**config.mk**
```make
export PLATFORM = sky130hd
export DESIGN_NAME = pid_speed_controller_flat
export DESIGN_NICKNAME = d
export VERILOG_FILES = /design/src/rtl/pidsc_pkg.sv /design/src/rtl/pidsc_channels.sv /design/src/rtl/pidsc_mac.sv /design/src/rtl/pid_speed_controller.sv /design/src/flat_wrapper.sv
export SDC_FILE = /design/constraint.sdc
export NUM_CORES = 1
export LEC_CHECK = 0
export ABC_AREA = 0
export BUFFER_PORTS_ARGS = -buffer_cell sky130_fd_sc_hd__buf_2
export CORE_ASPECT_RATIO = 1.25
export CORE_MARGIN = 8
export CORE_UTILIZATION = 58
export CTS_CLUSTER_SIZE = 16
export DETAILED_ROUTE_END_ITERATION = 8
export GPL_TIMING_DRIVEN = 0
export PLACE_DENSITY = 0.75
export SKIP_CTS_REPAIR_TIMING = 1
export SLEW_MARGIN = 20
export SYNTH_ARGS = -nofsm -noshare
export SYNTH_HDL_FRONTEND = slang
export SYNTH_HIERARCHICAL = 1
export SYNTH_SLANG_ARGS = --single-unit
export TNS_END_PERCENT = 5
```
**constraint.sdc**
```tcl
create_clock -name clock -period 8.2 [get_ports clock]
set_clock_uncertainty 0.05 [all_clocks]
set_input_delay 0.82 -clock clock [delete_from_list [all_inputs] [get_ports clock]]
set_output_delay 0.82 -clock clock [all_outputs]
set_load 0.005 [all_outputs]
```
**src/rtl/pidsc_pkg.sv**
```systemverilog
`default_nettype none

package pidsc_pkg;

   // Field widths.
   localparam int SPEED_W     = 16;
   localparam int ERR_W       = SPEED_W + 1;
   localparam int DIFF_W      = ERR_W + 1;
   localparam int DERIV_W     = DIFF_W + 1;
   localparam int GAIN_W      = 24;
   localparam int LIMIT_W     = 15;
   localparam int VOLT_W      = 16;
   localparam int INTEG_W     = 32;

   // Serial multiply-accumulate: upper accumulator half plus one gain bit per step.
   localparam int HI_W        = INTEG_W + 3;
   localparam int ACC_W       = HI_W + GAIN_W;
   localparam int ROUND_SHIFT = 12;
   localparam int V_W         = ACC_W - ROUND_SHIFT;
   localparam int CNT_W       = $clog2(GAIN_W);

   // Configuration channel.
   localparam int CSR_INDEX_W = 8;
   localparam int CSR_DATA_W  = GAIN_W;

   localparam logic [GAIN_W-1:0]  PROP_GAIN_RESET  = 24'd67109;
   localparam logic [GAIN_W-1:0]  INTEG_GAIN_RESET = 24'd336;
   localparam logic [GAIN_W-1:0]  DERIV_GAIN_RESET = 24'd0;
   localparam logic [LIMIT_W-1:0] LIMIT_RESET      = 15'd13517;

   // Half an output LSB in accumulator units, for round half up.
   localparam logic signed [ACC_W-1:0] ROUND_BIAS = ACC_W'(2048);

   // The output never reaches the most negative code, since the limit is at most 32767.
   localparam logic signed [VOLT_W-1:0] VOLT_MOST_NEG = {1'b1, {(VOLT_W-1){1'b0}}};

   typedef enum logic [CSR_INDEX_W-1:0] {
      CSR_PROP_GAIN     = 8'd0,
      CSR_INTEG_GAIN    = 8'd1,
      CSR_DERIV_GAIN    = 8'd2,
      CSR_VOLTAGE_LIMIT = 8'd3
   } csr_index_type;

   typedef struct packed {
      logic [GAIN_W-1:0] prop;
      logic [GAIN_W-1:0] integ;
      logic [GAIN_W-1:0] deriv;
   } gain_set_type;

   typedef struct packed {
      logic signed [ERR_W-1:0]   err;
      logic signed [DERIV_W-1:0] deriv;
      logic signed [INTEG_W-1:0] cand;
   } mac_operand_type;

endpackage

`default_nettype wire

```
**src/rtl/pidsc_channels.sv**
```systemverilog
`default_nettype none

// Sample channel: one transfer per sampling instant.
interface pidsc_req_if;
   import pidsc_pkg::*;

   logic                      valid;
   logic                      ready;
   logic signed [SPEED_W-1:0] target_speed;
   logic signed [SPEED_W-1:0] measured_speed;

   modport source (output valid, target_speed, measured_speed, input ready);
   modport sink (input valid, target_speed, measured_speed, output ready);
endinterface

// Result channel: one transfer per sample.
interface pidsc_rsp_if;
   import pidsc_pkg::*;

   logic                     valid;
   logic                     ready;
   logic signed [VOLT_W-1:0] drive_voltage;
   logic                     clamped;

   modport source (output valid, drive_voltage, clamped, input ready);
   modport sink (input valid, drive_voltage, clamped, output ready);
endinterface

// Register write channel.
interface pidsc_csr_if;
   import pidsc_pkg::*;

   logic                   valid;
   logic                   ready;
   logic [CSR_INDEX_W-1:0] index;
   logic [CSR_DATA_W-1:0]  data;

   modport source (output valid, index, data, input ready);
   modport sink (input valid, index, data, output ready);
endinterface

`default_nettype wire

```
**src/rtl/pidsc_mac.sv**
```systemverilog
`default_nettype none

// Bit-serial multiply-accumulate of three signed operands by three unsigned gains.
// One bit of every gain is consumed per cycle, LSB first; the partial sum shifts
// right so the adder stays HI_W bits wide.
module pidsc_mac (
   input  logic                                clock,
   input  logic                                reset,
   input  logic                                start,
   input  pidsc_pkg::mac_operand_type          operand,
   input  pidsc_pkg::gain_set_type             gains,
   output logic                                done,
   output logic signed [pidsc_pkg::ACC_W-1:0]  acc
);
   import pidsc_pkg::*;

   logic                    busy_ff, busy_in;
   logic                    done_ff, done_in;
   logic [CNT_W-1:0]        cnt_ff, cnt_in;
   gain_set_type            gain_ff, gain_in;
   mac_operand_type         op_ff, op_in;
   logic signed [HI_W-1:0]  hi_ff, hi_in;
   logic [GAIN_W-1:0]       lo_ff, lo_in;
   logic signed [HI_W-1:0]  addend;
   logic signed [HI_W-1:0]  part_sum;

   // Select the operands whose gain bit is set and add them to the upper half.
   always_comb begin
      addend = '0;
      if (gain_ff.prop[0]) begin
         addend = addend + HI_W'(op_ff.err);
      end
      if (gain_ff.deriv[0]) begin
         addend = addend + HI_W'(op_ff.deriv);
      end
      if (gain_ff.integ[0]) begin
         addend = addend + HI_W'(op_ff.cand);
      end
      part_sum = hi_ff + addend;
   end

   // Load on start, then shift one gain bit per cycle.
   always_comb begin
      busy_in = busy_ff;
      done_in = 1'b0;
      cnt_in  = cnt_ff;
      gain_in = gain_ff;
      op_in   = op_ff;
      hi_in   = hi_ff;
      lo_in   = lo_ff;
      if (start) begin
         busy_in = 1'b1;
         cnt_in  = '0;
         gain_in = gains;
         op_in   = operand;
         hi_in   = '0;
         lo_in   = '0;
      end else if (busy_ff) begin
         hi_in         = part_sum >>> 1;
         lo_in         = {part_sum[0], lo_ff[GAIN_W-1:1]};
         gain_in.prop  = gain_ff.prop >> 1;
         gain_in.integ = gain_ff.integ >> 1;
         gain_in.deriv = gain_ff.deriv >> 1;
         cnt_in        = cnt_ff + 1'b1;
         if (cnt_ff == CNT_W'(GAIN_W - 1)) begin
            busy_in = 1'b0;
            done_in = 1'b1;
         end
      end
   end

   always_ff @(posedge clock) begin
      if (reset) begin
         busy_ff <= 1'b0;
         done_ff <= 1'b0;
         cnt_ff  <= '0;
      end else begin
         busy_ff <= busy_in;
         done_ff <= done_in;
         cnt_ff  <= cnt_in;
      end
      gain_ff <= gain_in;
      op_ff   <= op_in;
      hi_ff   <= hi_in;
      lo_ff   <= lo_in;
   end

   assign done = done_ff;
   assign acc  = {hi_ff, lo_ff};

endmodule

`default_nettype wire

```
**src/rtl/pid_speed_controller.sv**
```systemverilog
// PID speed controller. Each transfer on req_ch is one sampling instant; the block
// answers it with exactly one transfer on rsp_ch carrying the clamped drive voltage
// in Q4.12 and a flag that tells whether the limit was hit (in which case the
// integral keeps its previous value). A sample passes through S_STEP, S_DIV, S_MUL,
// S_ROUND and S_DONE, and the next sample is taken only back in S_IDLE: an 18-step
// restoring divider forms the derivative and a 24-step bit-serial multiply-accumulate
// applies the three gains, one gain bit per cycle. A result waiting on rsp_ch does
// not hold off the next sample; only its final state, S_DONE, waits for the result
// register to be free. The user must write registers on csr_ch only while no sample
// is in flight; the block does not enforce this. csr_ch is always ready.
`default_nettype none

module pid_speed_controller #(
   parameter int unsigned SAMPLE_PERIOD = 10
) (
   input  logic         clock,
   input  logic         reset,
   pidsc_req_if.sink    req_ch,
   pidsc_rsp_if.source  rsp_ch,
   pidsc_csr_if.sink    csr_ch
);
   import pidsc_pkg::*;

   localparam int PERIOD_W = $clog2(SAMPLE_PERIOD + 1);
   localparam int TRIAL_W  = PERIOD_W + 1;
   localparam int STEP_W   = DIFF_W + PERIOD_W + 1;
   localparam int SUM_W    = INTEG_W + 2;

   localparam logic signed [STEP_W-1:0]  PERIOD_S  = STEP_W'(SAMPLE_PERIOD);
   localparam logic [TRIAL_W-1:0]        PERIOD_T  = TRIAL_W'(SAMPLE_PERIOD);
   localparam logic signed [INTEG_W-1:0] INTEG_MAX = {1'b0, {(INTEG_W-1){1'b1}}};
   localparam logic signed [INTEG_W-1:0] INTEG_MIN = {1'b1, {(INTEG_W-1){1'b0}}};

   typedef enum logic [2:0] {
      S_IDLE,
      S_STEP,
      S_DIV,
      S_MUL,
      S_ROUND,
      S_DONE
   } state_type;

   state_type                  state_ff, state_in;
   logic [GAIN_W-1:0]          prop_gain_ff, prop_gain_in;
   logic [GAIN_W-1:0]          integ_gain_ff, integ_gain_in;
   logic [GAIN_W-1:0]          deriv_gain_ff, deriv_gain_in;
   logic [LIMIT_W-1:0]         limit_ff, limit_in;
   logic signed [ERR_W-1:0]    prev_err_ff, prev_err_in;
   logic signed [INTEG_W-1:0]  integ_ff, integ_in;
   logic                       rsp_valid_ff, rsp_valid_in;
   logic                       mac_start_ff, mac_start_in;
   logic [CNT_W-1:0]           cnt_ff, cnt_in;
   logic                       neg_ff, neg_in;

   logic signed [ERR_W-1:0]    err_ff, err_in;
   logic signed [STEP_W-1:0]   step_ff, step_in;
   logic signed [INTEG_W-1:0]  cand_ff, cand_in;
   logic [PERIOD_W-1:0]        rem_ff, rem_in;
   logic [DIFF_W-1:0]          dvd_ff, dvd_in;
   logic signed [DERIV_W-1:0]  deriv_ff, deriv_in;
   logic signed [V_W-1:0]      v_ff, v_in;
   logic signed [VOLT_W-1:0]   volt_ff, volt_in;
   logic                       clamp_ff, clamp_in;

   logic signed [DIFF_W-1:0]   err_sum;
   logic signed [DIFF_W-1:0]   err_diff;
   logic signed [STEP_W-1:0]   step_prod;
   logic signed [SUM_W-1:0]    integ_sum;
   logic [TRIAL_W-1:0]         trial;
   logic                       quot_bit;
   logic [PERIOD_W-1:0]        rem_next;
   logic [DIFF_W-1:0]          quot;
   logic signed [ACC_W-1:0]    rounded;
   logic signed [V_W-1:0]      v_lim;
   logic signed [V_W-1:0]      v_neg_lim;
   logic                       rsp_free;

   mac_operand_type            mac_operand;
   gain_set_type               mac_gains;
   logic                       mac_done;
   logic signed [ACC_W-1:0]    mac_acc;

   assign mac_operand = '{err: err_ff, deriv: deriv_ff, cand: cand_ff};
   assign mac_gains   = '{prop: prop_gain_ff, integ: integ_gain_ff, deriv: deriv_gain_ff};

   pidsc_mac u_mac (
      .clock   (clock),
      .reset   (reset),
      .start   (mac_start_ff),
      .operand (mac_operand),
      .gains   (mac_gains),
      .done    (mac_done),
      .acc     (mac_acc)
   );

   // Datapath terms shared by the states.
   always_comb begin
      err_sum   = DIFF_W'(err_ff) + DIFF_W'(prev_err_ff);
      err_diff  = DIFF_W'(err_ff) - DIFF_W'(prev_err_ff);
      step_prod = STEP_W'(err_sum) * PERIOD_S;
      integ_sum = SUM_W'(integ_ff) + SUM_W'(step_ff);
      trial     = {rem_ff, dvd_ff[DIFF_W-1]};
      quot_bit  = (trial >= PERIOD_T);
      rem_next  = quot_bit ? PERIOD_W'(trial - PERIOD_T) : trial[PERIOD_W-1:0];
      quot      = {dvd_ff[DIFF_W-2:0], quot_bit};
      rounded   = mac_acc + ROUND_BIAS;
      v_lim     = V_W'({1'b0, limit_ff});
      v_neg_lim = -v_lim;
      rsp_free  = !rsp_valid_ff || rsp_ch.ready;
   end

   // Next-state logic for the sequencer, the registers and the result.
   always_comb begin
      state_in      = state_ff;
      prop_gain_in  = prop_gain_ff;
      integ_gain_in = integ_gain_ff;
      deriv_gain_in = deriv_gain_ff;
      limit_in      = limit_ff;
      prev_err_in   = prev_err_ff;
      integ_in      = integ_ff;
      rsp_valid_in  = rsp_valid_ff;
      mac_start_in  = 1'b0;
      cnt_in        = cnt_ff;
      neg_in        = neg_ff;
      err_in        = err_ff;
      step_in       = step_ff;
      cand_in       = cand_ff;
      rem_in        = rem_ff;
      dvd_in        = dvd_ff;
      deriv_in      = deriv_ff;
      v_in          = v_ff;
      volt_in       = volt_ff;
      clamp_in      = clamp_ff;

      // Register writes; unknown indexes are dropped.
      if (csr_ch.valid) begin
         unique case (csr_ch.index)
            CSR_PROP_GAIN:     prop_gain_in  = csr_ch.data[GAIN_W-1:0];
            CSR_INTEG_GAIN:    integ_gain_in = csr_ch.data[GAIN_W-1:0];
            CSR_DERIV_GAIN:    deriv_gain_in = csr_ch.data[GAIN_W-1:0];
            CSR_VOLTAGE_LIMIT: limit_in      = csr_ch.data[LIMIT_W-1:0];
            default: ;
         endcase
      end

      // A result transfer empties the output register.
      if (rsp_ch.ready) begin
         rsp_valid_in = 1'b0;
      end

      unique case (state_ff)
         S_IDLE: begin
            if (req_ch.valid) begin
               err_in   = ERR_W'(req_ch.target_speed) - ERR_W'(req_ch.measured_speed);
               state_in = S_STEP;
            end
         end
         S_STEP: begin
            // Trapezoid step, floored, and divider setup on the error change.
            step_in  = step_prod >>> 1;
            neg_in   = err_diff[DIFF_W-1];
            dvd_in   = err_diff[DIFF_W-1] ? DIFF_W'(-err_diff) : DIFF_W'(err_diff);
            rem_in   = '0;
            cnt_in   = '0;
            state_in = S_DIV;
         end
         S_DIV: begin
            // Saturated integral candidate; step_ff is stable through this state.
            if (integ_sum > SUM_W'(INTEG_MAX)) begin
               cand_in = INTEG_MAX;
            end else if (integ_sum < SUM_W'(INTEG_MIN)) begin
               cand_in = INTEG_MIN;
            end else begin
               cand_in = integ_sum[INTEG_W-1:0];
            end
            // One quotient bit per cycle; the sign is applied at the end.
            rem_in = rem_next;
            dvd_in = quot;
            cnt_in = cnt_ff + 1'b1;
            if (cnt_ff == CNT_W'(DIFF_W - 1)) begin
               deriv_in     = neg_ff ? DERIV_W'(0) - DERIV_W'(quot) : DERIV_W'(quot);
               mac_start_in = 1'b1;
               state_in     = S_MUL;
            end
         end
         S_MUL: begin
            if (mac_done) begin
               state_in = S_ROUND;
            end
         end
         S_ROUND: begin
            v_in     = rounded[ACC_W-1:ROUND_SHIFT];
            state_in = S_DONE;
         end
         S_DONE: begin
            if (rsp_free) begin
               // Clamp the rounded value; the integral holds while clamped.
               if (v_ff > v_lim) begin
                  volt_in  = VOLT_W'(v_lim);
                  clamp_in = 1'b1;
               end else if (v_ff < v_neg_lim) begin
                  volt_in  = VOLT_W'(v_neg_lim);
                  clamp_in = 1'b1;
               end else begin
                  volt_in  = VOLT_W'(v_ff);
                  clamp_in = 1'b0;
                  integ_in = cand_ff;
               end
               prev_err_in  = err_ff;
               rsp_valid_in = 1'b1;
               state_in     = S_IDLE;
            end
         end
         default: begin
            state_in = S_IDLE;
         end
      endcase
   end

   always_ff @(posedge clock) begin
      if (reset) begin
         state_ff      <= S_IDLE;
         prop_gain_ff  <= PROP_GAIN_RESET;
         integ_gain_ff <= INTEG_GAIN_RESET;
         deriv_gain_ff <= DERIV_GAIN_RESET;
         limit_ff      <= LIMIT_RESET;
         prev_err_ff   <= '0;
         integ_ff      <= '0;
         rsp_valid_ff  <= 1'b0;
         mac_start_ff  <= 1'b0;
         cnt_ff        <= '0;
         neg_ff        <= 1'b0;
      end else begin
         state_ff      <= state_in;
         prop_gain_ff  <= prop_gain_in;
         integ_gain_ff <= integ_gain_in;
         deriv_gain_ff <= deriv_gain_in;
         limit_ff      <= limit_in;
         prev_err_ff   <= prev_err_in;
         integ_ff      <= integ_in;
         rsp_valid_ff  <= rsp_valid_in;
         mac_start_ff  <= mac_start_in;
         cnt_ff        <= cnt_in;
         neg_ff        <= neg_in;
      end
      err_ff   <= err_in;
      step_ff  <= step_in;
      cand_ff  <= cand_in;
      rem_ff   <= rem_in;
      dvd_ff   <= dvd_in;
      deriv_ff <= deriv_in;
      v_ff     <= v_in;
      volt_ff  <= volt_in;
      clamp_ff <= clamp_in;
   end

   assign req_ch.ready         = (state_ff == S_IDLE);
   assign rsp_ch.valid         = rsp_valid_ff;
   assign rsp_ch.drive_voltage = volt_ff;
   assign rsp_ch.clamped       = clamp_ff;
   assign csr_ch.ready         = 1'b1;

endmodule

`default_nettype wire

```
**src/flat_wrapper.sv**
```systemverilog
// flat-port wrapper written by rule: the top's interface ports become plain ports
module pid_speed_controller_flat import pidsc_pkg::*;
#(
   parameter int unsigned SAMPLE_PERIOD = 10
)
  (clock, reset, req_ch_valid, req_ch_target_speed, req_ch_measured_speed, req_ch_ready, rsp_ch_valid, rsp_ch_drive_voltage, rsp_ch_clamped, rsp_ch_ready, csr_ch_valid, csr_ch_index, csr_ch_data, csr_ch_ready);
  pidsc_req_if req_ch_i ();
  pidsc_rsp_if rsp_ch_i ();
  pidsc_csr_if csr_ch_i ();
  input  logic clock;
  input  logic reset;
  input wire logic [$bits(req_ch_i.valid)-1:0] req_ch_valid;
  input wire logic [$bits(req_ch_i.target_speed)-1:0] req_ch_target_speed;
  input wire logic [$bits(req_ch_i.measured_speed)-1:0] req_ch_measured_speed;
  output wire logic [$bits(req_ch_i.ready)-1:0] req_ch_ready;
  output wire logic [$bits(rsp_ch_i.valid)-1:0] rsp_ch_valid;
  output wire logic [$bits(rsp_ch_i.drive_voltage)-1:0] rsp_ch_drive_voltage;
  output wire logic [$bits(rsp_ch_i.clamped)-1:0] rsp_ch_clamped;
  input wire logic [$bits(rsp_ch_i.ready)-1:0] rsp_ch_ready;
  input wire logic [$bits(csr_ch_i.valid)-1:0] csr_ch_valid;
  input wire logic [$bits(csr_ch_i.index)-1:0] csr_ch_index;
  input wire logic [$bits(csr_ch_i.data)-1:0] csr_ch_data;
  output wire logic [$bits(csr_ch_i.ready)-1:0] csr_ch_ready;
  assign req_ch_i.valid = req_ch_valid;
  assign req_ch_i.target_speed = req_ch_target_speed;
  assign req_ch_i.measured_speed = req_ch_measured_speed;
  assign req_ch_ready = req_ch_i.ready;
  assign rsp_ch_valid = rsp_ch_i.valid;
  assign rsp_ch_drive_voltage = rsp_ch_i.drive_voltage;
  assign rsp_ch_clamped = rsp_ch_i.clamped;
  assign rsp_ch_i.ready = rsp_ch_ready;
  assign csr_ch_i.valid = csr_ch_valid;
  assign csr_ch_i.index = csr_ch_index;
  assign csr_ch_i.data = csr_ch_data;
  assign csr_ch_ready = csr_ch_i.ready;
  pid_speed_controller #(.SAMPLE_PERIOD(SAMPLE_PERIOD)) u_core (.clock(clock), .reset(reset), .req_ch(req_ch_i), .rsp_ch(rsp_ch_i), .csr_ch(csr_ch_i));
endmodule
```
# Word level (Yosys, flattened, before mapping)
# Index checks and enable logic that the tools add are counted.
dict set report word_totals {
  wordCells 117
  n_memories 0
  register_bits 528
  output_inout_bits 20
  inputBits 69
  mem_bits_rw 0
  latchBits 0
  rom_bits 0
}
dict set report op_classes {
  mul 1
  muxes 28
  n_lt_le_gt_ge 5
  n_bitwise 4
  addsub 14
  n_reduce_logical 18
  div_mod_pow 0
  eq_ne 14
  n_shift 0
}
# operator count
set op_table {}
lappend op_table {{$mux W72} 2}
lappend op_table {{$mux W35} 3}
lappend op_table {{$add A58 B13 Y59 const B} 1}
lappend op_table {{$gt A47 B16 Y1} 1}
lappend op_table {{$lt A47 B47 Y1} 1}
lappend op_table {{$neg A15 Y47} 1}
lappend op_table {{$mux W18} 2}
lappend op_table {{$pmux W18 S2} 1}
lappend op_table {{$add A34 B35 Y35} 1}
lappend op_table {{$add A35 B19 Y35} 1}
lappend op_table {{$add A35 B32 Y35} 1}
lappend op_table {{$gt A34 B32 Y1 const B} 1}
lappend op_table {{$lt A34 B32 Y1 const B} 1}
lappend op_table {{$add A32 B22 Y33} 1}
lappend op_table {{$mux W32} 1}
lappend op_table {{$mul A18 B4 Y22 const B} 1}
lappend op_table {{$sub A1 B18 Y19 const A} 1}
lappend op_table {{$add A17 B17 Y18} 1}
lappend op_table {{$neg A18 Y18} 1}
lappend op_table {{$pmux W3 S6} 1}
lappend op_table {{$sub A17 B17 Y18} 1}
lappend op_table {{$sub A16 B16 Y17} 1}
lappend op_table {{$eq A8 B2 Y1 const B} 2}
lappend op_table {{$mux W16} 1}
lappend op_table {{other kinds (26)} 55}

# Logic depth before layout (Yosys ltp)
# Gate-level depths: netlist of run 1.
dict set report depth {
  depth_word 6
  ltp_mapped 41
  mapped_depth_nobuf 38
}

# By module
# The synthesis of run 1 kept the hierarchy.
# mod seq_area_each_um2 cells_per_inst instances area_per_inst_um2
set by_module_without_submodules {}
lappend by_module_without_submodules {pid_speed_controller 8227.9 2183 1 20258.2}
lappend by_module_without_submodules {pidsc_mac 5505.3 1205 1 12563.3}

# Worst setup path after synthesis of run 1
# No wires, ideal clock.
dict set report synth_timing {
  path_type {register to register}
  start {register u_core/u_mac/gain_ff[48] in the netlist's numbering}
  end {register, netlist name u_core/u_mac/hi_ff[33]}
  stages_incl_launch_ff 40
  arrival_time_ns 7.651
  setup_ns 0.123
  path_buffers 5
  required_time_ns 8.027
  path_slack_ns 0.376
  period_less_slack_ns 7.824
  cell_sequence {edfxtp_1 -> buf_2 -> clkbuf_1 -> clkbuf_1 -> clkbuf_1 -> nand2_1 -> inv_1 -> ha_1 -> a21oi_1 -> o21ai_0 -> maj3_1 -> a32o_1 -> a22o_1 -> o21a_1 -> a211o_1 -> a32o_1 -> a2bb2oi_1 -> inv_1 -> [... 4 more ...] -> o21ai_0 -> a31oi_1 -> o21bai_1 -> a21oi_1 -> o21ai_0 -> xor2_1 -> a21o_1 -> ha_1 -> clkbuf_1 -> a2111oi_0 -> and3_1 -> a21oi_1 -> o21ai_1 -> o31ai_1 -> a31oi_1 -> nand2b_1 -> mux2i_1 -> mux2_1}
}
dict set report synth_between {
  elab_chain_cells 6
}
# element line
set synth_rtl {}
lappend synth_rtl {{start, declared} pidsc_mac.sv:20} ;# gain_set_type gain_ff, gain_in;
lappend synth_rtl {{start signal, assigned} pidsc_mac.sv:82} ;# gain_ff <= gain_in;
lappend synth_rtl {{$mux W35 *} pidsc_mac.sv:30} ;# if (gain_ff.prop[0]) begin
lappend synth_rtl {{$add A35 B19 Y35} pidsc_mac.sv:34} ;# addend = addend + HI_W'(op_ff.deriv);
lappend synth_rtl {{$mux W35 *} pidsc_mac.sv:33} ;# if (gain_ff.deriv[0]) begin
lappend synth_rtl {{$add A35 B32 Y35} pidsc_mac.sv:37} ;# addend = addend + HI_W'(op_ff.cand);
lappend synth_rtl {{$mux W35 *} pidsc_mac.sv:36} ;# if (gain_ff.integ[0]) begin
lappend synth_rtl {{$add A34 B35 Y35 *} pidsc_mac.sv:39} ;# part_sum = hi_ff + addend;
# Every way passes the cells marked *; elsewhere a longest branch is shown, timed or not.
# A chain may end at the register's enable or synchronous reset.

# Worst setup path after layout of run 1
dict set report layout_timing {
  start {register u_core/u_mac/gain_ff[48] in the netlist's numbering}
  end {register, netlist name u_core/u_mac/hi_ff[33]}
}
dict set report layout_between {
  elab_chain_cells 6
}
# element line
set layout_rtl {}
lappend layout_rtl {{$mux W35 *} pidsc_mac.sv:30}
lappend layout_rtl {{$add A35 B19 Y35} pidsc_mac.sv:34}
lappend layout_rtl {{$mux W35 *} pidsc_mac.sv:33}
lappend layout_rtl {{$add A35 B32 Y35} pidsc_mac.sv:37}
lappend layout_rtl {{$mux W35 *} pidsc_mac.sv:36}
lappend layout_rtl {{$add A34 B35 Y35 *} pidsc_mac.sv:39}
# Marks and branches as above.

==> results of run 1 <==
[flip-flops by register name, summed over array words and instances (netlist names), 15 cells and up]
register                     count
u_core/err_ff                   17
u_core/u_mac/op_ff              68
u_core/u_mac/hi_ff              34
u_core/step_ff                  22
u_core/rsp_ch.drive_voltage     16
u_core/integ_gain_ff            24
u_core/prop_gain_ff             24
u_core/deriv_ff                 19
u_core/integ_ff                 32
u_core/u_mac/gain_ff            72
u_core/cand_ff                  32
u_core/prev_err_ff              17
u_core/limit_ff                 15
u_core/deriv_gain_ff            24
u_core/v_ff                     47
u_core/dvd_ff                   18
[layer usage]
metal	vias up	track usage [%]	share of wire [%]
met5	-	0	0
met4	0	13.4	5.7
met3	201	2.84	4.4
met2	730	44.8	51
met1	12100	27.9	39
li1	12500	-	-
[path summary, 6_finish.rpt]
path / from / to / slack [ns] / depth (start not counted)
max: u_core/u_mac/gain_ff[48] / u_core/u_mac/hi_ff[33] / 0.20 / 38
min: u_core/deriv_ff[16] / u_core/u_mac/op_ff[48] / 0.36 / 0
max reg2reg: u_core/u_mac/gain_ff[48] / u_core/u_mac/hi_ff[33] / 0.20 / 38
min reg2reg: u_core/deriv_ff[16] / u_core/u_mac/op_ff[48] / 0.36 / 0
[worst max-delay path, delay by kind of cell, from the launching register on]
family                     cells  cell delay (ns)
DFF                            1             0.47
adders and majority gates      7             2.01
xor gates and xnor gates       2             0.26
muxes                          2             0.50
AOI/OAI and AO/OA             12             2.27
buffers and inverters          6             0.73
and+or+nand+nor                9             1.57
[stage by stage]
step	cell area, um2	util [%]	hold slack (ns)
floorplan	32400	-	0.350
global placement	33800	60.7	0.352
detailed placement	34000	61.0	0.355
CTS	35600	64.0	0.353
global route	36200	65.0	0.354
finish	36200	65.0	0.356
[report_power, final]
group | total (W) | leakage (nW) | internal, W | switching [W]
Sequential | 0.00315 | 4.52 | 0.00297 | 0.000171
Clock | 0.00232 | 0.811 | 0.00132 | 0.000998
Combinational | 0.00139 | 8.77 | 0.000613 | 0.000782
Total | 0.00686 | 14.1 | 0.00491 | 0.00195
[final cells by class]
class / instances / area [um2]
Fill cell: 4404 / 19500
Multi-Input combinational cell: 2534 / 18200
Sequential cell: 517 / 13500
Clock buffer: 73 / 1400
Tap cell: 742 / 928
Timing Repair Buffer: 111 / 668
Buffer: 152 / 636
Inverter: 149 / 562
Clock inverter: 21 / 285
Antenna cell: 3 / 7.51
==> metrics.log, run 1 <==
[metrics] setup-violating endpoint count in the final report: 0
[metrics] net count of the mapped netlist: 3695
[metrics] antenna violations before repair: 1
[metrics] fraction of layout cells with a size suffix above 1: 11.2%
[metrics] via count of the first global-routing pass: 25400
[metrics] vertical extent of the die: 280 um
[metrics] endpoint arrival time on the critical path: 8.41 ns
[metrics] cts bufs inserted: 50
[metrics] clock edge transition at the registers on the reported setup and hold paths: 0.07 ns
[metrics] sum of internal, switching and leakage power: 0.00686 W
[metrics] sink count of the clock tree: 517
[metrics] power per standard cell area: 190 nW/um2
[metrics] Max Cap Violations: 0
[metrics] final setup margin: 0.201 ns
[metrics] weighted congestion at the end of routability-driven global placement: 0.978
[metrics] global-route total usage across every layer: 24.7%
[metrics] root buffer cell: sky130_fd_sc_hd__clkbuf_16
[metrics] depth of the CTS H-tree: 2
[metrics] Post-Route Setup TNS: 0 ns
[metrics] category of the most critical setup path: flip-flop to flip-flop
[metrics] final hold vios: 0
[metrics] required arrival time at the worst endpoint: 8.61 ns
[metrics] commonest cells after routing, fill and taps aside: sky130_fd_sc_hd__nand2_1, sky130_fd_sc_hd__edfxtp_1, sky130_fd_sc_hd__a21oi_1
[metrics] leakage power of the design: 14.1 nW
[metrics] post-route ant nets: 0
[metrics] wire length of the first global-routing pass: 128000 um
[metrics] latest clock arrival within the worst-skew pair: 0.63 ns
[metrics] pin count of the biggest net entering global routing: 60
[metrics] number of nets in the finished design: 3855
[metrics] starting utilization of the core area: 58.3%
[metrics] number of top-level pins: 89
[metrics] share of the cycle needed by the critical path after routing: 97.5%
[metrics] launching element type of the critical path: flip-flop
[metrics] total vias in the final route: 25500
[metrics] detail-routed net length per standard cell: 18.9 um
[metrics] full die area: 63800 um2
[metrics] residual DRC count: 0
[metrics] netlist area before placement: 32400 um2
[metrics] placed wire-length estimate after detailed placement: 63200 um
[metrics] area grow syn2layout: 11.5%
[metrics] cell mode on critical path: sky130_fd_sc_hd__a21o_1
[metrics] cell count after synthesis: 3355
[metrics] placed cells: 4193
[metrics] CP max stage cell: sky130_fd_sc_hd__edfxtp_1
[metrics] DRT Wirelength: 81200 um
[metrics] biggest fanout along the worst timing path: 10
[metrics] path class of the lowest-slack min-delay path: flip-flop to flip-flop
[metrics] Clock Path Buffers: 3
[metrics] count of warnings emitted by yosys: 6
[metrics] largest incremental delay on the critical path: 0.47 ns
[metrics] most frequent standard cell in the layout excluding fill and tap cells: sky130_fd_sc_hd__nand2_1
[metrics] std cell rows: 97
[metrics] remaining global-route overflow: 0
[metrics] die outline width: 228 um
[metrics] Port-buffer cells: 87
[metrics] time the final worst path needs with I/O delays and setup: 8.00 ns
[metrics] maximum ir drop on the vdd rail: 0.000204 V
[metrics] Fmax: 125 MHz
[metrics] Post-Place Setup Slack: -1.65 ns
[metrics] number of vias per cell after detailed routing: 5.93
[metrics] average cell area after synthesis: 9.67 um2
[metrics] Least-Margin Pin Slew: 0.934 ns
[metrics] worst slew margin relative to its limit: 36.1%
[metrics] clock tree from TritonCTS: built
[metrics] detailed-routing iteration count for the pre-antenna-repair pass: 5
[metrics] core area: 55700 um2
[metrics] nature of the critical path endpoint: flip-flop
[metrics] First DRT Iteration DRCs: 1599
[metrics] final-report max-slew violation count: 0
[metrics] Layout Cells excl Fill: 4302
[metrics] status: completed
Power figures use the tool's default switching activity.
==> run 2, diff against run 1 <==
SYNTH_HIERARCHICAL = unset   (was 1)
==> run 2 against run 1 <==
Fmax decreased by 1.7%. Sequential share of layout area increased by 0.21 points. Sequential cell count unchanged. Synthesized cell count decreased by 1.7%. Worst hold slack improved by 0.016 ns. Global-route usage decreased by 0.55 points. First-iteration DRC count decreased by 5.3%. Power decreased by 3.1%. Highest routed layer unchanged.
==> metrics.log, run 2 <==
[metrics] std cell rows: 96 (was 97)
[metrics] power per standard cell area: 185 nW/um2 (was 190 nW/um2)
[metrics] asr flop ratio synth: 0%
[metrics] sum of internal, switching and leakage power: 0.00665 W (was 0.00686 W)
[metrics] commonest cells after routing, fill and taps aside: sky130_fd_sc_hd__nand2_1, sky130_fd_sc_hd__edfxtp_1, sky130_fd_sc_hd__a21oi_1 (unchanged)
[metrics] global-route total usage across every layer: 24.2% (was 24.7%)
[metrics] depth of the worst register-to-register path: 42 (was 38)
[metrics] nature of the critical path endpoint: flip-flop (unchanged)
[metrics] First DRT Iteration DRCs: 1514 (was 1599)
[metrics] library cells used by synthesis: 96
[metrics] biggest regs: u_core.u_mac.gain_ff: 72 flops, u_core.u_mac.op_ff: 68 flops, u_core.v_ff: 47 flops (was u_core/u_mac/gain_ff: 72 flops, u_core/u_mac/op_ff: 68 flops, u_core/v_ff: 47 flops)
[metrics] most frequent cells after synthesis: sky130_fd_sc_hd__nand2_1, sky130_fd_sc_hd__edfxtp_1, sky130_fd_sc_hd__a21oi_1
[metrics] hold path startpoint: u_core.deriv_ff[0] (was u_core/deriv_ff[16])
[metrics] number of nets in the finished design: 3817 (was 3855)
[metrics] clock edge transition at the registers on the reported setup and hold paths: 0.07 ns (about the same)
[metrics] cell count after synthesis: 3298 (was 3355)
[metrics] post-route cell area: 36000 um2 (was 36200 um2)
[metrics] starting utilization of the core area: 58.5% (was 58.3%)
[metrics] required arrival time at the worst endpoint: 8.64 ns (was 8.61 ns)
[metrics] number of enable-type register cells in the synthesized netlist: 316
[metrics] detailed-routing iteration count for the pre-antenna-repair pass: 5 (unchanged)
[metrics] average cell area after synthesis: 9.70 um2 (was 9.67 um2)
[metrics] number of top-level pins: 89 (unchanged)
[metrics] fraction of layout cells with a size suffix above 1: 11.8% (was 11.2%)
[metrics] total vias in the final route: 24700 (was 25500)
[metrics] number of vias per cell after detailed routing: 5.81 (was 5.93)
[metrics] mux contribution to synthesized area: 5.52%
[metrics] path class of the lowest-slack min-delay path: flip-flop to flip-flop (unchanged)
[metrics] detail-routed net length per standard cell: 18.6 um (was 18.9 um)
[metrics] Fmax: 123 MHz (was 125 MHz)
[metrics] final hold slack: 0.372 ns (was 0.356 ns)
[metrics] Port-buffer cells: 86 (was 87)
[metrics] combinational family with the most area after synthesis: compound AO/OA/AOI/OAI gates
[metrics] full die area: 63000 um2 (was 63800 um2)
[metrics] count of warnings emitted by yosys: 0 (was 6)
[metrics] antenna violations before repair: 1 (unchanged)
[metrics] sink count of the clock tree: 517 (unchanged)
[metrics] leakage power of the design: 14.1 nW (about the same)
[metrics] Least-Margin Pin Slew: 1.05 ns (was 0.934 ns)
[metrics] pin count of the biggest net entering global routing: 63 (was 60)
[metrics] category of the most critical setup path: flip-flop to flip-flop (unchanged)
[metrics] via count of the first global-routing pass: 24300 (was 25400)
[metrics] most frequent standard cell in the layout excluding fill and tap cells: sky130_fd_sc_hd__nand2_1 (unchanged)
[metrics] remaining global-route overflow: 0 (unchanged)
[metrics] wire length of the first global-routing pass: 124000 um (was 128000 um)
[metrics] share of the cycle needed by the critical path after routing: 99.3% (was 97.5%)
[metrics] fraction of the mapped netlist area in simple logic gates: 15.0%
[metrics] cell mode on critical path: sky130_fd_sc_hd__buf_8 (was sky130_fd_sc_hd__a21o_1)
[metrics] clock tree from TritonCTS: built (unchanged)
[metrics] CP max stage cell: sky130_fd_sc_hd__edfxtp_1 (unchanged)
[metrics] maximum ir drop on the vdd rail: 0.000158 V (was 0.000204 V)
[metrics] weighted congestion at the end of routability-driven global placement: 0.911 (was 0.978)
[metrics] root buffer cell: sky130_fd_sc_hd__clkbuf_16 (unchanged)
[metrics] cell types with the largest area share after synthesis: sky130_fd_sc_hd__edfxtp_1, sky130_fd_sc_hd__dfxtp_1, sky130_fd_sc_hd__ha_1
[metrics] residual DRC count: 0 (unchanged)
[metrics] post-route ant nets: 0 (unchanged)
[metrics] Layout Cells excl Fill: 4255 (was 4302)
[metrics] post-synthesis compound-gate area fraction: 15.7%
[metrics] placed cell areas: 33500 um2 (was 34000 um2)
[metrics] time the final worst path needs with I/O delays and setup: 8.14 ns (was 8.00 ns)
[metrics] CP startpoint: u_core.u_mac.gain_ff[48] (was u_core/u_mac/gain_ff[48])
[metrics] unrepaired setup endpoints after global routing: true
[metrics] biggest fanout along the worst timing path: 8 (was 10)
[metrics] cts bufs inserted: 51 (was 50)
[metrics] Seq cells post-synth: 517
[metrics] DRT Wirelength: 79000 um (was 81200 um)
[metrics] largest incremental delay on the critical path: 0.39 ns (was 0.47 ns)
[metrics] xor and xnor area share after synthesis: 7.11%
[metrics] depth of the CTS H-tree: 2 (unchanged)
[metrics] final-report max-slew violation count: 0 (unchanged)
[metrics] placed wire-length estimate after detailed placement: 61000 um (was 63200 um)
[metrics] final core occ: 65.8% (was 65.0%)
[metrics] worst slew margin relative to its limit: 29.8% (was 36.1%)
[metrics] Max Cap Violations: 0 (unchanged)
[metrics] adder-cell share of the synthesized area: 11.1%
[metrics] top cell type's share of synthesized area: 29.7%
[metrics] netlist area before placement: 32000 um2 (was 32400 um2)
[metrics] Clock Path Buffers: 3 (unchanged)
[metrics] core area: 54700 um2 (was 55700 um2)
[metrics] Hold Path Cell Cnt: 0 (unchanged)
[metrics] most frequent cell after synthesis: sky130_fd_sc_hd__nand2_1
[metrics] Reg-to-Reg Start: u_core.u_mac.gain_ff[48] (was u_core/u_mac/gain_ff[48])
[metrics] endpoint arrival time on the critical path: 8.58 ns (was 8.41 ns)
[metrics] placed cells: 4129 (was 4193)
[metrics] status: completed (unchanged)
[metrics] final hold vios: 0 (unchanged)
[metrics] die outline width: 226 um (was 228 um)
[metrics] setup-violating endpoint count in the final report: 0 (unchanged)
[metrics] launching element type of the critical path: flip-flop (unchanged)
[metrics] sequential-to-total area share from yosys stat: 42.3%
[metrics] Largest register FFs: 72 (unchanged)
[metrics] latest clock arrival within the worst-skew pair: 0.64 ns (was 0.63 ns)
[metrics] predominant post-synthesis flop cell: sky130_fd_sc_hd__edfxtp_1
[metrics] area grow syn2layout: 12.5% (was 11.5%)
[metrics] top register by number of flip-flops: u_core.u_mac.gain_ff (was u_core/u_mac/gain_ff)
[metrics] cell type with the largest total area after synthesis: sky130_fd_sc_hd__edfxtp_1
[metrics] net count of the mapped netlist: 3639 (was 3695)
[metrics] vertical extent of the die: 279 um (was 280 um)
-- run 2: final timing paths --
kind	to	slack (ns)
setup reg to reg	u_core.u_mac.hi_ff[33]	0.06
setup / recovery	u_core.u_mac.hi_ff[33]	0.06
hold reg to reg	u_core.u_mac.op_ff[32]	0.37
hold / removal	u_core.u_mac.op_ff[32]	0.37
-- run 2: report_power, final --
part	switching, W	internal [W]
registers	0.000151	0.00293
clock network	0.00105	0.00138
logic	0.000639	0.000497
-- run 2: cell families after synthesis --
group,count (synthesis)
compound gates,798
xor+xnor,258
fa+ha+maj,280
buf+inv,270
flops,517
mux,166
other cells,1
simple gates,1008
-- run 2: area by class of cell --
| class | instances | area [um2] |
|---|---|---|
| diodes | 1 | 2.50 |
| clock inverters | 34 | 400 |
| clock buffers | 62 | 1380 |
| fillers | 4319 | 18700 |
| flip-flops and latches | 517 | 13500 |
| repair buffers | 128 | 818 |
| plain buffers | 137 | 607 |
| inverters | 130 | 490 |
| multi-input cells | 2511 | 17900 |
| well taps | 735 | 920 |
-- run 2: per-stage QoR --
stage	worst slack (ns)	TNS [ns]
finish	0.0610	0
global route	-0.284	-0.928
CTS	-1.88	-21.63
detailed placement	-1.75	-18.62
global placement	-1.72	-18.03
floorplan	0.0122	0
-- run 2: routing by layer --
layer / vias up / part of all wire, % / track usage, %
met5: - / 0 / 0
met4: 0 / 4.2 / 10.1
met3: 174 / 3.9 / 2.75
met2: 562 / 52 / 45.0
met1: 11800 / 40 / 27.6
li1: 12200 / - / -
-- run 2: worst max-delay path: cells and delay by family (launching register included) --
family	cells	cell delay [ns]
AOI/OAI and AO/OA	21	3.99
xor gates and xnor gates	3	0.47
adders and majority gates	4	1.02
buffers and inverters	8	1.02
DFF	1	0.39
and+or+nand+nor	6	1.02
==> run 3, diff against run 2 <==
MAX_ROUTING_LAYER = met4   (was unset)
==> run 3 against run 2 <==
Wire length up 0.50%. Critical endpoint unchanged. Die area unchanged. Highest routed layer unchanged. First-iteration DRC count up 3.7%. Worst hold slack worse by 0.014 ns. Critical path type unchanged. Sequential share of layout area up 0.061 points. Fmax down 0.48%. Largest cell class unchanged.
==> metrics.log, run 3 (synthesized netlist as in run 2, its figures left out) <==
[metrics] status: completed (unchanged)
[metrics] core area: 54700 um2 (unchanged)
[metrics] Port-buffer cells: 86 (unchanged)
[metrics] storage element area: 13500 um2 (unchanged)
[metrics] weighted congestion at the end of routability-driven global placement: 0.947 (was 0.911)
[metrics] die outline width: 226 um (unchanged)
[metrics] area grow syn2layout: 12.3% (was 12.5%)
[metrics] fraction of layout cells with a size suffix above 1: 11.6% (was 11.8%)
[metrics] clock tree from TritonCTS: built (unchanged)
[metrics] worst hold path endpoint: u_core.u_mac.op_ff[43] (was u_core.u_mac.op_ff[32])
[metrics] sink count of the clock tree: 517 (unchanged)
[metrics] detail-routed net length per standard cell: 18.7 um (was 18.6 um)
[metrics] final hold slack: 0.358 ns (was 0.372 ns)
[metrics] final hold vios: 0 (unchanged)
[metrics] final-report max-slew violation count: 0 (unchanged)
[metrics] cts bufs inserted: 52 (was 51)
[metrics] Hold Path Cell Cnt: 0 (unchanged)
[metrics] cell mode on critical path: sky130_fd_sc_hd__buf_8 (unchanged)
[metrics] largest incremental delay on the critical path: 0.43 ns (was 0.39 ns)
[metrics] Max Cap Violations: 0 (unchanged)
[metrics] Reg-to-Reg Start: u_core.u_mac.gain_ff[48] (unchanged)
[metrics] biggest regs: u_core.u_mac.gain_ff: 72 flops, u_core.u_mac.op_ff: 68 flops, u_core.v_ff: 47 flops (unchanged)
[metrics] First DRT Iteration DRCs: 1570 (was 1514)
[metrics] setup-violating endpoint count in the final report: 0 (unchanged)
[metrics] post-route ant nets: 0 (unchanged)
[metrics] worst slew margin relative to its limit: 21.2% (was 29.8%)
[metrics] category of the most critical setup path: flip-flop to flip-flop (unchanged)
[metrics] std cell rows: 96 (unchanged)
[metrics] clock edge transition at the registers on the reported setup and hold paths: 0.07 ns (about the same)
[metrics] top register by number of flip-flops: u_core.u_mac.gain_ff (unchanged)
[metrics] commonest cells after routing, fill and taps aside: sky130_fd_sc_hd__nand2_1, sky130_fd_sc_hd__edfxtp_1, sky130_fd_sc_hd__a21oi_1 (unchanged)
[metrics] Post-Place Setup Slack: -1.87 ns (was -1.75 ns)
[metrics] DRT Wirelength: 79400 um (was 79000 um)
[metrics] placed cells: 4129 (unchanged)
[metrics] residual DRC count: 0 (unchanged)
[metrics] wire length of the first global-routing pass: 125000 um (was 124000 um)
[metrics] placed wire-length estimate after detailed placement: 61800 um (was 61000 um)
[metrics] most frequent standard cell in the layout excluding fill and tap cells: sky130_fd_sc_hd__nand2_1 (unchanged)
[metrics] capture instance of the worst register-to-register path: u_core.u_mac.hi_ff[33] (unchanged)
[metrics] required arrival time at the worst endpoint: 8.62 ns (was 8.64 ns)
[metrics] nature of the critical path endpoint: flip-flop (unchanged)
[metrics] CP max stage cell: sky130_fd_sc_hd__fa_2 (was sky130_fd_sc_hd__edfxtp_1)
[metrics] final setup margin: 0.0215 ns (was 0.0610 ns)
[metrics] filler instances: 4334 (was 4319)
[metrics] vertical extent of the die: 279 um (unchanged)
[metrics] full die area: 63000 um2 (unchanged)
[metrics] root buffer cell: sky130_fd_sc_hd__clkbuf_16 (unchanged)
[metrics] via count of the first global-routing pass: 24600 (was 24300)
[metrics] Largest register FFs: 72 (unchanged)
[metrics] endpoint arrival time on the critical path: 8.60 ns (was 8.58 ns)
[metrics] remaining global-route overflow: 0 (unchanged)
[metrics] multi-input gate area in the final layout: 17900 um2 (about the same)
[metrics] pin count of the biggest net entering global routing: 63 (unchanged)
[metrics] Least-Margin Pin Slew: 1.17 ns (was 1.05 ns)
[metrics] share of the cycle needed by the critical path after routing: 99.7% (was 99.3%)
[metrics] hold path startpoint: u_core.deriv_ff[11] (was u_core.deriv_ff[0])
[metrics] time the final worst path needs with I/O delays and setup: 8.18 ns (was 8.14 ns)
[metrics] latest clock arrival within the worst-skew pair: 0.63 ns (was 0.64 ns)
[metrics] launching element type of the critical path: flip-flop (unchanged)
[metrics] detailed-routing iteration count for the pre-antenna-repair pass: 5 (unchanged)
[metrics] depth of the worst register-to-register path: 41 (was 42)
[metrics] leakage power of the design: 14.0 nW (was 14.1 nW)
[metrics] antenna violations before repair: 1 (unchanged)
[metrics] number of nets in the finished design: 3815 (was 3817)
[metrics] unrepaired setup endpoints after global routing: true (unchanged)
[metrics] Fmax: 122 MHz (was 123 MHz)
[metrics] Clock Path Buffers: 3 (unchanged)
[metrics] total vias in the final route: 24600 (was 24700)
[metrics] biggest fanout along the worst timing path: 8 (unchanged)
[metrics] global-route total usage across every layer: 25.1% (was 24.2%)
[metrics] setup slack of the most critical reg-to-reg path: 0.02 ns (was 0.06 ns)
[metrics] power per standard cell area: 181 nW/um2 (was 185 nW/um2)
[metrics] starting utilization of the core area: 58.5% (unchanged)
[metrics] path class of the lowest-slack min-delay path: flip-flop to flip-flop (unchanged)
[metrics] maximum ir drop on the vdd rail: 0.000168 V (was 0.000158 V)
[metrics] number of vias per cell after detailed routing: 5.79 (was 5.81)
[metrics] Layout Cells excl Fill: 4254 (was 4255)
[metrics] number of top-level pins: 89 (unchanged)
[metrics] depth of the CTS H-tree: 2 (unchanged)
-- run 3: worst max-delay path by stage --
stage	from	end	cells after the start
after floorplan	u_core.u_mac.gain_ff[48]	u_core.u_mac.hi_ff[33]	39
after global placement	u_core.u_mac.gain_ff[48]	u_core.u_mac.hi_ff[33]	40
after detailed placement	u_core.u_mac.gain_ff[48]	u_core.u_mac.hi_ff[33]	40
after CTS	u_core.u_mac.gain_ff[48]	u_core.u_mac.hi_ff[33]	40
after global routing	u_core.u_mac.gain_ff[48]	u_core.u_mac.hi_ff[33]	41
final	u_core.u_mac.gain_ff[48]	u_core.u_mac.hi_ff[33]	41
-- run 3: worst max-delay path: cells and delay by family, from the launching register on --
family	cells	cell delay (ns)
muxes	1	0.26
adders and majority gates	4	1.26
xor gates and xnor gates	3	0.56
buffers and inverters	8	0.92
AOI/OAI and AO/OA	15	2.98
DFF	1	0.36
and+or+nand+nor	10	1.61
-- run 3: stage by stage --
step           total power (W)  area [um2]  util (%)  setup TNS, ns
2_1_floorplan          0.00394       32000         -              0
5_1_grt                0.00679       35900      65.7         -0.566
3_3_place_gp           0.00418       33300      61.0         -17.36
6_report               0.00651       35900      65.7              0
3_5_place_dp           0.00424       33500      61.3         -21.26
4_1_cts                0.00652       35200      64.4         -23.77
-- run 3: metal layers --
layer	vias up	part of all wire [%]	global-route usage, %
met5	-	0	-
met4	0	5.0	11.6
met3	195	4.2	2.94
met2	607	51	44.9
met1	11600	40	27.7
li1	12200	-	-
-- run 3: final cells by class --
cell class	instances	area share, %
Clock inverter	23	0.550
Antenna cell	1	0.00697
Tap cell	735	2.56
Multi-Input combinational cell	2511	49.9
Timing Repair Buffer	125	2.26
Inverter	130	1.37
Sequential cell	517	37.6
Buffer	137	1.69
Clock buffer	75	4.09
-- run 3: report_power, final --
part	switching, W	internal (W)
clock	0.00102	0.00126
combinational	0.000645	0.000498
sequential	0.000149	0.00293
